<file path="src/rtl/hcpc_pkg.sv">
package hcpc_pkg;

  localparam int MAX_GENERATIONS = 16;
  localparam int PIXEL_BITS      = 8;
  localparam int RULE_W          = 64;
  localparam int GEN_W           = 5;
  localparam int CFG_IDX_W       = 2;
  localparam int CFG_DATA_W      = 64;

  typedef logic [PIXEL_BITS-1:0] pixel_t;
  typedef logic [RULE_W-1:0]     rules_t;

  // configuration register indexes
  typedef enum logic [CFG_IDX_W-1:0] {
    CFG_RULE_CODES   = 2'd0,
    CFG_GENERATIONS  = 2'd1,
    CFG_DECRYPT_MODE = 2'd2
  } cfg_index_t;

  localparam rules_t              RULE_RESET = 64'h99F0_5633_6666_6666;
  localparam logic [GEN_W-1:0]    GEN_RESET  = 5'd4;
  localparam pixel_t              ENC_MULT   = 8'd187;
  localparam pixel_t              DEC_MULT   = 8'd115;

  localparam logic [7:0] RULE_51  = 8'd51;
  localparam logic [7:0] RULE_85  = 8'd85;
  localparam logic [7:0] RULE_86  = 8'd86;
  localparam logic [7:0] RULE_102 = 8'd102;
  localparam logic [7:0] RULE_105 = 8'd105;
  localparam logic [7:0] RULE_150 = 8'd150;
  localparam logic [7:0] RULE_153 = 8'd153;
  localparam logic [7:0] RULE_165 = 8'd165;
  localparam logic [7:0] RULE_240 = 8'd240;

  // per-cell control from the top level
  typedef struct packed {
    logic advance;
    logic active;
  } cell_ctl_t;

  function automatic logic rule_supported(input logic [7:0] code);
    logic ok;
    case (code)
      RULE_51, RULE_85, RULE_86, RULE_102, RULE_105,
      RULE_150, RULE_153, RULE_165, RULE_240: ok = 1'b1;
      default: ok = 1'b0;
    endcase
    return ok;
  endfunction

  // one generation, all automaton cells in parallel; bit 7 is cell 0
  function automatic pixel_t ca_generation(input pixel_t px, input rules_t rules);
    pixel_t                nxt;
    logic [PIXEL_BITS+1:0] padded;
    logic [7:0]            code;
    logic [2:0]            sel;
    nxt    = '0;
    // null neighbors at both ends
    padded = {1'b0, px, 1'b0};
    for (int k = 0; k < PIXEL_BITS; k++) begin
      code  = rules[8*k +: 8];
      sel   = padded[PIXEL_BITS - 1 - k +: 3];
      nxt[PIXEL_BITS - 1 - k] = rule_supported(code) ? code[sel] : 1'b0;
    end
    return nxt;
  endfunction

endpackage

</file>
<file path="src/rtl/hcpc_cell.sv">
module hcpc_cell (
  input  logic                clk,
  input  logic                rst,
  input  hcpc_pkg::cell_ctl_t ctl,
  input  hcpc_pkg::rules_t    rules,
  input  logic                valid_in,
  input  hcpc_pkg::pixel_t    px_in,
  output logic                valid_out,
  output hcpc_pkg::pixel_t    px_out
);

  logic             valid;
  hcpc_pkg::pixel_t px;
  hcpc_pkg::pixel_t px_next;

  // cells past the configured generation count just pass the pixel on
  assign px_next = ctl.active ? hcpc_pkg::ca_generation(px_in, rules) : px_in;

  always_ff @(posedge clk) begin
    if (rst) begin
      valid <= 1'b0;
    end else if (ctl.advance) begin
      valid <= valid_in;
    end
  end

  always_ff @(posedge clk) begin
    if (ctl.advance) begin
      px <= px_next;
    end
  end

  assign valid_out = valid;
  assign px_out    = px;

endmodule

</file>
<file path="src/rtl/hybrid_ca_pixel_cipher_core.sv">
// channel  | valid     | flow control     | payload
// ---------+-----------+------------------+----------------------------
// input    | in_valid  | in_stall (out)   | pixel_in
// output   | out_valid | out_stall (in)   | pixel_out
// config   | cfg_valid | cfg_ready (out)  | cfg_index, cfg_data
//
// one pixel per clock while out_stall does not hold the chain; a scaling
// stage, one automaton cell per generation, and the output scaling register.
// every pipeline stage moves together; out_stall with a valid output
// freezes the whole chain and raises in_stall in the same cycle.
// synchronous reset empties the chain and loads the default configuration.
module hybrid_ca_pixel_cipher_core (
  input  logic                                clk,
  input  logic                                rst,
  input  logic                                in_valid,
  output logic                                in_stall,
  input  logic [hcpc_pkg::PIXEL_BITS-1:0]     pixel_in,
  output logic                                out_valid,
  input  logic                                out_stall,
  output logic [hcpc_pkg::PIXEL_BITS-1:0]     pixel_out,
  input  logic                                cfg_valid,
  output logic                                cfg_ready,
  input  logic [hcpc_pkg::CFG_IDX_W-1:0]      cfg_index,
  input  logic [hcpc_pkg::CFG_DATA_W-1:0]     cfg_data
);

  localparam int NCELL = hcpc_pkg::MAX_GENERATIONS;

  hcpc_pkg::rules_t              rule_codes;
  logic [hcpc_pkg::GEN_W-1:0]    generations;
  logic                          decrypt_mode;

  logic                          advance;
  logic                          pre_valid;
  hcpc_pkg::pixel_t              pre_px;
  logic [NCELL:0]                chain_valid;
  hcpc_pkg::pixel_t              chain_px [NCELL+1];
  logic                          out_valid_r;
  hcpc_pkg::pixel_t              pixel_out_r;

  assign cfg_ready = 1'b1;

  always_ff @(posedge clk) begin
    if (rst) begin
      rule_codes   <= hcpc_pkg::RULE_RESET;
      generations  <= hcpc_pkg::GEN_RESET;
      decrypt_mode <= 1'b0;
    end else if (cfg_valid) begin
      case (hcpc_pkg::cfg_index_t'(cfg_index))
        hcpc_pkg::CFG_RULE_CODES:   rule_codes   <= cfg_data;
        hcpc_pkg::CFG_GENERATIONS:  generations  <= cfg_data[hcpc_pkg::GEN_W-1:0];
        hcpc_pkg::CFG_DECRYPT_MODE: decrypt_mode <= cfg_data[0];
        default: ;
      endcase
    end
  end

  assign advance  = !out_valid_r || !out_stall;
  assign in_stall = !advance;

  // decrypt scales before the automaton
  always_ff @(posedge clk) begin
    if (rst) begin
      pre_valid <= 1'b0;
    end else if (advance) begin
      pre_valid <= in_valid;
    end
  end

  always_ff @(posedge clk) begin
    if (advance) begin
      pre_px <= decrypt_mode ? hcpc_pkg::pixel_t'(pixel_in * hcpc_pkg::DEC_MULT) : pixel_in;
    end
  end

  assign chain_valid[0] = pre_valid;
  assign chain_px[0]    = pre_px;

  // cell k runs generation k; cells beyond the count pass the pixel through unchanged
  for (genvar k = 0; k < NCELL; k++) begin : g_cell
    hcpc_pkg::cell_ctl_t ctl;
    assign ctl.advance = advance;
    assign ctl.active  = int'(generations) > k;

    hcpc_cell u_cell (
      .clk       (clk),
      .rst       (rst),
      .ctl       (ctl),
      .rules     (rule_codes),
      .valid_in  (chain_valid[k]),
      .px_in     (chain_px[k]),
      .valid_out (chain_valid[k+1]),
      .px_out    (chain_px[k+1])
    );
  end

  // encrypt scales after the automaton
  always_ff @(posedge clk) begin
    if (rst) begin
      out_valid_r <= 1'b0;
    end else if (advance) begin
      out_valid_r <= chain_valid[NCELL];
    end
  end

  always_ff @(posedge clk) begin
    if (advance) begin
      pixel_out_r <= decrypt_mode ? chain_px[NCELL]
                                  : hcpc_pkg::pixel_t'(chain_px[NCELL] * hcpc_pkg::ENC_MULT);
    end
  end

  assign out_valid = out_valid_r;
  assign pixel_out = pixel_out_r;

endmodule
</file>
<file path="config.mk">
export PLATFORM = sky130hd
export DESIGN_NAME = hybrid_ca_pixel_cipher_core
export DESIGN_NICKNAME = d
export VERILOG_FILES = /design/src/rtl/hcpc_pkg.sv /design/src/rtl/hcpc_cell.sv /design/src/rtl/hybrid_ca_pixel_cipher_core.sv
export SDC_FILE = /design/constraint.sdc
export NUM_CORES = 1
export LEC_CHECK = 0
export ABC_CLOCK_PERIOD_IN_PS = 5480
export BUFFER_PORTS_ARGS = -buffer_cell sky130_fd_sc_hd__buf_2
export CAP_MARGIN = 20
export CORE_MARGIN = 10
export CORE_UTILIZATION = 45
export DETAILED_ROUTE_END_ITERATION = 8
export GPL_TIMING_DRIVEN = 0
export SETUP_SLACK_MARGIN = 0.2
export SYNTH_ARGS = -nofsm -noshare
export SYNTH_HDL_FRONTEND = slang
export SYNTH_SLANG_ARGS = --single-unit
</file>
<file path="constraint.sdc">
create_clock -name clk -period 5.48 [get_ports clk]
set_input_delay 0.822 -clock clk [delete_from_list [all_inputs] [get_ports clk]]
set_output_delay 0.822 -clock clk [all_outputs]
set_load 0.1 [all_outputs]
</file>
# After elaboration in Yosys (flattened, before gate mapping)

Index checks and enable logic that the tools add are counted.

Register bits after elaboration: 232
Bits in latches: 0
RAM bits: 0
ROM bits: 0
Input bits: 79
Output and inout port bits: 11
Logic and storage cells: 685
Memories: 0

$add $sub $neg: 0
Multipliers: 2
Div/mod/pow operators: 0
Order comparisons: 144
Equal/unequal tests: 74
Shift-type cells: 0
Multiplexer cells: 410
Bitwise logic cells: 0
Reduce and logical (&&, ||, !) cells: 16

Operators by type and width:

| kind                | count |
|---|---|
| $lt 3x4->1 const B  | 112 |
| $bmux 1 s3          | 96 |
| $mux 1              | 264 |
| $eq 8x7->1 const B  | 32 |
| $eq 8x8->1 const B  | 32 |
| $mux 8              | 18 |
| $reduce_or 9->1     | 8 |
| $bmux 1 s2          | 32 |
| $eq 8x6->1 const B  | 8 |
| $lt 2x4->1 const B  | 16 |
| $gt 5x4->1 const B  | 8 |
| $gt 5x3->1 const B  | 4 |
| $gt 5x1->1 const B  | 2 |
| $gt 5x2->1 const B  | 2 |
| $mul 8x7->8 const B | 1 |
| $mul 8x8->8 const B | 1 |
| $reduce_and 2->1    | 3 |
| $logic_not 1->1     | 3 |
| $eq 2x1->1 const B  | 1 |
| $eq 2x2->1 const B  | 1 |
| $logic_not 2->1     | 1 |
| $logic_or 1x1->1    | 1 |

# Depth between registers and ports, before layout

Gate-level depths: netlist (run 1).

Depth in word-level cells: 5
Mapped depth: 14
Depth with buffers taken out: 14

# Hierarchy

A second synthesis (run 1) with hierarchy kept.

Cell total of the unflattened synthesis: 3880
Area, all modules: 34685.8 µm²

Modules (own cells, without submodules):

| module                      | times used | cells an instance | area an instance (µm²) | seq. area each (µm²) |
|---|---|---|---|---|
| hcpc_cell                   | 16         | 213               | 1901.8                 | 260.2 |
| hybrid_ca_pixel_cipher_core | 1          | 472               | 4256.6                 | 1921.8 |

# Worst setup path before layout (run 1)

Ideal clock, no wire load.

Kind: input to register
Start point: input out_stall
End point: register g_cell[0].u_cell.px[0], enable pin
Setup time: 565 ps
Arrival time: 5135 ps
Data required time: 4915 ps
Path slack: -219 ps
Cell stages on the path: 2
Buffers on the path: 1
Cell sequence: nand2_1 -> clkbuf_1

Cells in the longest elaborated chain, start to end: 2

RTL lines:

| element              | line                              | text |
|---|---|---|
| from (decl)          | hybrid_ca_pixel_cipher_core.sv:19 | `input logic out_stall,` |
| $logic_not 1->1      | hybrid_ca_pixel_cipher_core.sv:58 | `assign advance = !out_valid_r \|\| !out_stall;` |
| $logic_or 1x1->1     | hybrid_ca_pixel_cipher_core.sv:58 |  |
| to (signal assigned) | hcpc_cell.sv:29                   | `px <= px_next;` |
| to (decl)            | hcpc_cell.sv:13                   | `hcpc_pkg::pixel_t px;` |

No other way between the ends.
A chain may end at the register's enable or synchronous reset.

# Worst setup path after layout (run 1)

Start point: register g_cell[15].u_cell.px[0]
End point: register pixel_out_r[7], in the netlist pixel_out[7] (data pin)

Cells in the longest elaborated chain, start to end: 2

RTL lines:

| element                | line                               | text |
|---|---|---|
| from (decl)            | hcpc_cell.sv:13                    |  |
| from (signal assigned) | hcpc_cell.sv:29                    |  |
| $mul 8x8->8            | hybrid_ca_pixel_cipher_core.sv:109 | `: hcpc_pkg::pixel_t'(chain_px[NCELL] * hcpc_pkg::ENC_MULT);` |
| $mux 8                 | hybrid_ca_pixel_cipher_core.sv:108 | `pixel_out_r <= decrypt_mode ? chain_px[NCELL]` |
| to (signal assigned)   | hybrid_ca_pixel_cipher_core.sv:108 |  |
| to (decl)              | hybrid_ca_pixel_cipher_core.sv:39  | `hcpc_pkg::pixel_t pixel_out_r;` |

No other way between the ends.

==> results of run 1 <==
==> cell families after synthesis <==
kind of cell | Yosys count
simple gates | 556
other cells | 1
flops | 232
compound gates | 355
xor+xnor | 28
buf+inv | 349
fa+ha+maj | 40
mux | 263
==> metrics by stage <==
step	hold slack, ns	power (W)	setup WS (ns)
finish	0.445	0.00895	1.84
global route	0.453	0.00946	1.58
CTS	0.428	0.00894	1.79
detailed placement	0.445	0.00688	1.47
global placement	0.440	0.00677	0.640
floorplan	0.432	0.00599	1.80
==> per-layer routing <==
layer | GRT usage | up-vias | part of all wire
li1 | - | 6969 | -
met1 | 0.325 | 7768 | 0.40
met2 | 0.386 | 1044 | 0.46
met3 | 0.0591 | 120 | 0.12
met4 | 0.0671 | 2 | 0.028
met5 | 0 | - | 0.00021
==> how the worst max path moves through the flow <==
stage | from | end
floorplan | pixel_in[0] | pre_px[7]$_DFFE_PN_
global placement | out_stall | g_cell[11].u_cell.px_out[1]$_DFFE_PN_
detailed placement | pixel_in[0] | pre_px[7]$_DFFE_PN_
CTS | g_cell[15].u_cell.px_out[0]$_DFFE_PN_ | pixel_out[7]$_DFFE_PN_
global route | g_cell[15].u_cell.px_out[0]$_DFFE_PN_ | pixel_out[7]$_DFFE_PN_
finish | g_cell[15].u_cell.px_out[0]$_DFFE_PN_ | pixel_out[7]$_DFFE_PN_
==> critical path, cell delays in order, from the launching register on <==
cell      delay (ns)
edfxtp_1        0.48
ha_1            0.22
inv_1           0.06
fa_1            0.48
inv_1           0.04
ha_1            0.27
inv_1           0.05
fa_1            0.52
inv_1           0.04
ha_1            0.33
a21o_1          0.17
a21oi_1         0.21
xnor3_1         0.33
nor2_1          0.11
xor2_1          0.08
==> layout by cell type, fill, tap and decap left out, types with 56 or more instances in the layout <==
cell	synthesis	layout
edfxtp_1	144	144
clkbuf_1	158	159
mux4_2	208	208
nand3_1	70	70
nand2_1	221	221
buf_2	27	114
dfxtp_1	88	88
a21oi_1	151	151
inv_1	103	103
buf_1	56	56
nor2_1	100	100
o21ai_1	84	84
==> state kept, by name, indices dropped and copies added, names as in the netlist <==
name / cells
pre_px: 8
generations: 5
pixel_out: 8
g_cell.u_cell.valid_out: 16
rule_codes: 64
pre_valid: 1
decrypt_mode: 1
out_valid: 1
g_cell.u_cell.px_out: 128
==> cell type report <==
type	instances	share of cell area
buffer	245	0.0481
clock buffer	39	0.0445
clock inverter	15	0.00525
inverter	104	0.0191
multi-input combinational	1243	0.531
sequential	232	0.297
tap	525	0.0321
timing repair buffer	88	0.0226
==> report_power, final <==
group | internal (W) | leakage (nW) | switching [W]
registers | 0.00246 | 2.38 | 0.000455
clock network | 0.00122 | 0.517 | 0.000850
logic | 0.00196 | 4.52 | 0.00201
==> impl_metrics.ini, run 1 <==
[critical_path]
worstReg2RegStart = g_cell[15].u_cell.px_out[0]$_DFFE_PN_
worstSetupStartpointType = flop
crit_required_ns = 5.81
cp_max_fo = 5
worst-r2r-setup-slack_ns = 1.84
crit_path_end_kind = flop
crit_type = flop to flop
r2r_end = pixel_out[7]$_DFFE_PN_
worstPathArrival_ns = 3.97
ff2ff_path_depth = 14

[synthesis]
synth.cell_area_mm2 = 0.0183
yosys_most_used_dff = edfxtp_1
synthAdderAreaFrac = 0.0318
synth_most_common_cell = nand2_1
synth_xor_area_frac = 0.0141
synth-seq-area-share = 0.332
async_flop_share = 0
syn_nets = 1943
ys_types = 60
synth_area_leader_cell = mux4_2
synth_mux_area_frac = 0.287
syn_avg_cell_area_um2 = 10.1
synth-simple-area-share = 0.150
yosysTopAreaCellShare = 0.255
synth_common_cells = nand2_1, mux4_2, clkbuf_1
syn_inst = 1824
yosysWarnings = 0
ys_ff_latch = 232
synth_top_family_by_area = multiplexers
synth.top_cells.by_area = mux4_2, edfxtp_1, dfxtp_1
synth_compound_area_frac = 0.110
synth_edf_count = 144

[detailed_routing]
ant_nets = 0
vias = 15900
drc = 0
totalWireLength_um = 62600
wl_per_cell_um = 25.1
vias_per_cell = 6.38
drt-pass1-iter-count = 5
drt_iter0_drc = 1759

[timing]
worst_pin_slew_ns = 1.18
max-slew-margin-rel = 0.211
drv_slew = 0
grt_setup_unrepaired = no
fin_skew_ns = 0.0222
min_period_ns = 3.64
hold_violations = 0
setup_viol = 0
fmax_ghz = 0.275
final.setup.tns_ns = 0
min_period_over_period = 0.664

[power_and_ir_drop]
power.leakage_nw = 7.42
power_density_mw_per_mm2 = 437
ir_drop_mv = 0.263

[placement]
place_inst = 2437
dpl-instance-area_mm2 = 0.0195
port_buffers = 87
dpl.hpwl_um = 47300
place_congestion = 0.957

[floorplan]
core_mm2 = 0.0400
row_count = 73
die_x_um = 222
dieArea_mm2 = 0.0492
io_pins = 90
start_util = 0.458
die_y_um = 222

[job]
max_cap_violations = 0

[clock_tree]
clk_path_buf_depth = 3
cts-htree-levels = 1
cts.clk_slew.worst_paths_ns = 0.06
root_buffer = clkbuf_16
clkSinkCount = 232
cts-resized-gates = 0
hold_buffers = 0
cts_tree = yes
cts_made_buffers = 29
postCtsSetupBuffers = 0
insertion_delay_ns = 0.59

[finish]
diodes = 0
final_cells = 2491
fill_cells = 3704
regArea_mm2 = 0.00609
drive_gt1_frac = 0.209
syn2layout_area_growth_pct = 11.7
final_util = 0.512
final_area_mm2 = 0.0205
nets = 2062
multi_input_comb_area_mm2 = 0.0109

[global_routing]
grt_usage = 0.243
grt_max_degree = 91
grt_pass1_wl_um = 94800
first_global_vias = 15600
antenna_found_initial = 1
gr-total-overflow = 0

[worst_hold_path]
whs_path_depth = 3
hold_path_end = rule_codes[30]$_SDFFE_PP1P_
hold_start = cfg_data[30]
min_path_type = primary input to flop

[status]
status = finished, final reports clean
No activity file was read; power rests on OpenSTA's default activity.
==> run 2: changes to the inputs <==
--- a/config.mk
+++ b/config.mk
@@ -5,7 +5,7 @@
 export SDC_FILE = /design/constraint.sdc
 export NUM_CORES = 1
 export LEC_CHECK = 0
-export ABC_CLOCK_PERIOD_IN_PS = 5480
+export ABC_CLOCK_PERIOD_IN_PS = 3550
 export BUFFER_PORTS_ARGS = -buffer_cell sky130_fd_sc_hd__buf_2
 export CAP_MARGIN = 20
 export CORE_MARGIN = 10
==> constraint.sdc (replaced) <==
create_clock -name clk -period 3.55 [get_ports clk]
set_input_delay 0.5325 -clock clk [delete_from_list [all_inputs] [get_ports clk]]
set_output_delay 0.5325 -clock clk [all_outputs]
set_load 0.1 [all_outputs]
==> impl_metrics.ini, run 2 (synthesis gave the netlist of run 1 again) <==
[timing]
setup_viol = 0
min_period_over_period = 0.931
holdWs_ns = 0.175
min_period_ns = 3.30
fin_skew_ns = 0.0119
max-slew-margin-rel = 0.216
grt_setup_unrepaired = yes
hold_violations = 0
drv_slew = 0
final.setup.tns_ns = 0
fmax_ghz = 0.303
worst_pin_slew_ns = 1.16

[worst_hold_path]
min_path_type = primary input to flop

[clock_tree]
cts.clk_slew.worst_paths_ns = 0.06
root_buffer = clkbuf_16
cts-htree-levels = 1
clkSinkCount = 232
insertion_delay_ns = 0.57
clk_path_buf_depth = 3
cts_tree = yes
hold_buffers = 0
cts_made_buffers = 28

[critical_path]
cp_max_fo = 4
worst-r2r-setup-slack_ns = 0.25
path_delay_family = adder cells
worstSetupStartpointType = flop
crit_type = flop to flop
critical_path.max_stage_delay_ns = 0.51
crit_path_end_kind = flop
crit_top_cell = ha_1
path_cells = ha_1, ha_1, fa_1, fa_1, ha_1, a21oi_2, xnor3_1, nor2_2, xor2_1
crit_required_ns = 3.86
path_buf_inv = 0
worstPathArrival_ns = 3.62
cp_slowest_cell = fa_1

[finish]
final_common_cell = nand2_1
syn2layout_area_growth_pct = 11.9
nets = 2066
diodes = 0
drive_gt1_frac = 0.215
largest_reg_flops = 128
final_cell_mix = nand2_1, mux4_2, clkbuf_1
final_cells = 2494

[power_and_ir_drop]
p_int_w = 0.00871
swShare = 0.372
ir_drop_mv = 0.413
power.leakage_nw = 7.41
seq_power_share = 0.324
power_density_mw_per_mm2 = 676
power_frac_comb = 0.458
power_frac_clock = 0.218
power_switching_w = 0.00515

[placement]
place_congestion = 0.951
place_inst = 2437
port_buffers = 87
dpl.hpwl_um = 46500

[global_routing]
grt_pass1_wl_um = 93400
grt_max_degree = 90
antenna_found_initial = 0
first_global_vias = 15400
gr-total-overflow = 0
grt_usage = 0.239

[detailed_routing]
ant_nets = 0
totalWireLength_um = 61600
drt_iter0_drc = 1879
drc = 0
drt-pass1-iter-count = 7
vias_per_cell = 6.39
vias = 15900
wl_per_cell_um = 24.7

[floorplan]
start_util = 0.458
die_y_um = 222
io_pins = 90
dieArea_mm2 = 0.0492
row_count = 73
core_mm2 = 0.0400
die_x_um = 222

[job]
max_cap_violations = 0

[status]
status = finished, final reports clean
run 2: cell types whose count changed in the layout (fill, tap and decap cells not counted), sizes merged:
cell | previous run | this run
buf | 175 | 180
bufinv | 1 | 0
clkinv | 10 | 11
inv | 108 | 105
clkbuf | 197 | 198
run 2: power by group through the flow:
stage | Clock, W | Sequential, W | Combinational [W]
finish | 0.00303 | 0.00449 | 0.00635
global route | 0.00315 | 0.00460 | 0.00689
CTS | 0.00305 | 0.00450 | 0.00629
detailed placement | 0 | 0.00455 | 0.00615
global placement | 0 | 0.00452 | 0.00601
floorplan | 0 | 0.00466 | 0.00468
run 2: final timing paths:
| path | startpoint | end | cells past startpoint |
|---|---|---|---|
| min reg2reg | g_cell[12].u_cell.valid_out$_SDFFE_PP0N_ | g_cell[12].u_cell.valid_out$_SDFFE_PP0N_ | 2 |
| max reg2reg | g_cell[15].u_cell.px_out[2]$_DFFE_PN_ | pixel_out[7]$_DFFE_PN_ | 9 |
| max | g_cell[15].u_cell.px_out[2]$_DFFE_PN_ | pixel_out[7]$_DFFE_PN_ | 9 |
| min | cfg_data[14] | rule_codes[14]$_SDFFE_PP1P_ | 3 |
run 2: worst register-to-register path, cell delays in order (launching register included):
cell      delay, ns
edfxtp_1       0.47
ha_1           0.37
ha_1           0.31
fa_1           0.51
fa_1           0.49
ha_1           0.32
a21oi_2        0.15
xnor3_1        0.24
nor2_2         0.10
xor2_1         0.08
run 2: what timing repair did:
| item | 4_1_cts | 5_1_grt |
|---|---|---|
| pin swaps | 12 | 1 |
| buffers inserted | 4 | 0 |
| gates resized for setup | 5 | 1 |
| endpoints found under the setup margin | 1 | 1 |
run 2: layer usage:
| layer | part of all wire | GRT usage | vias to the layer above | wire length [um] |
|---|---|---|---|---|
| met5 | 0 | 0 | - | 0 |
| met4 | 0.041 | 0.0953 | 0 | 2520 |
| met3 | 0.12 | 0.0544 | 151 | 7160 |
| met2 | 0.45 | 0.365 | 1083 | 27700 |
| met1 | 0.39 | 0.322 | 7729 | 24200 |
| li1 | - | - | 6970 | - |
run 2: layout make-up:
type,instances,area [um^2]
multi-input cells,1243,10900
fillers,3690,19500
well taps,525,657
repair buffers,93,500
plain buffers,245,986
clock buffers,40,893
clock inverters,12,65.1
inverters,104,390
flip-flops and latches,232,6090
run 2: metrics by stage:
stage | utilization | worst slack (ns) | power, W | cell area [um^2]
6_report | 0.513 | 0.246 | 0.0139 | 20500
5_1_grt | 0.513 | 0.0801 | 0.0146 | 20500
4_1_cts | 0.513 | 0.187 | 0.0138 | 20500
3_5_place_dp | 0.488 | -0.150 | 0.0107 | 19500
3_3_place_gp | 0.487 | -0.130 | 0.0105 | 19500
2_1_floorplan | - | 0.238 | 0.00934 | 18400
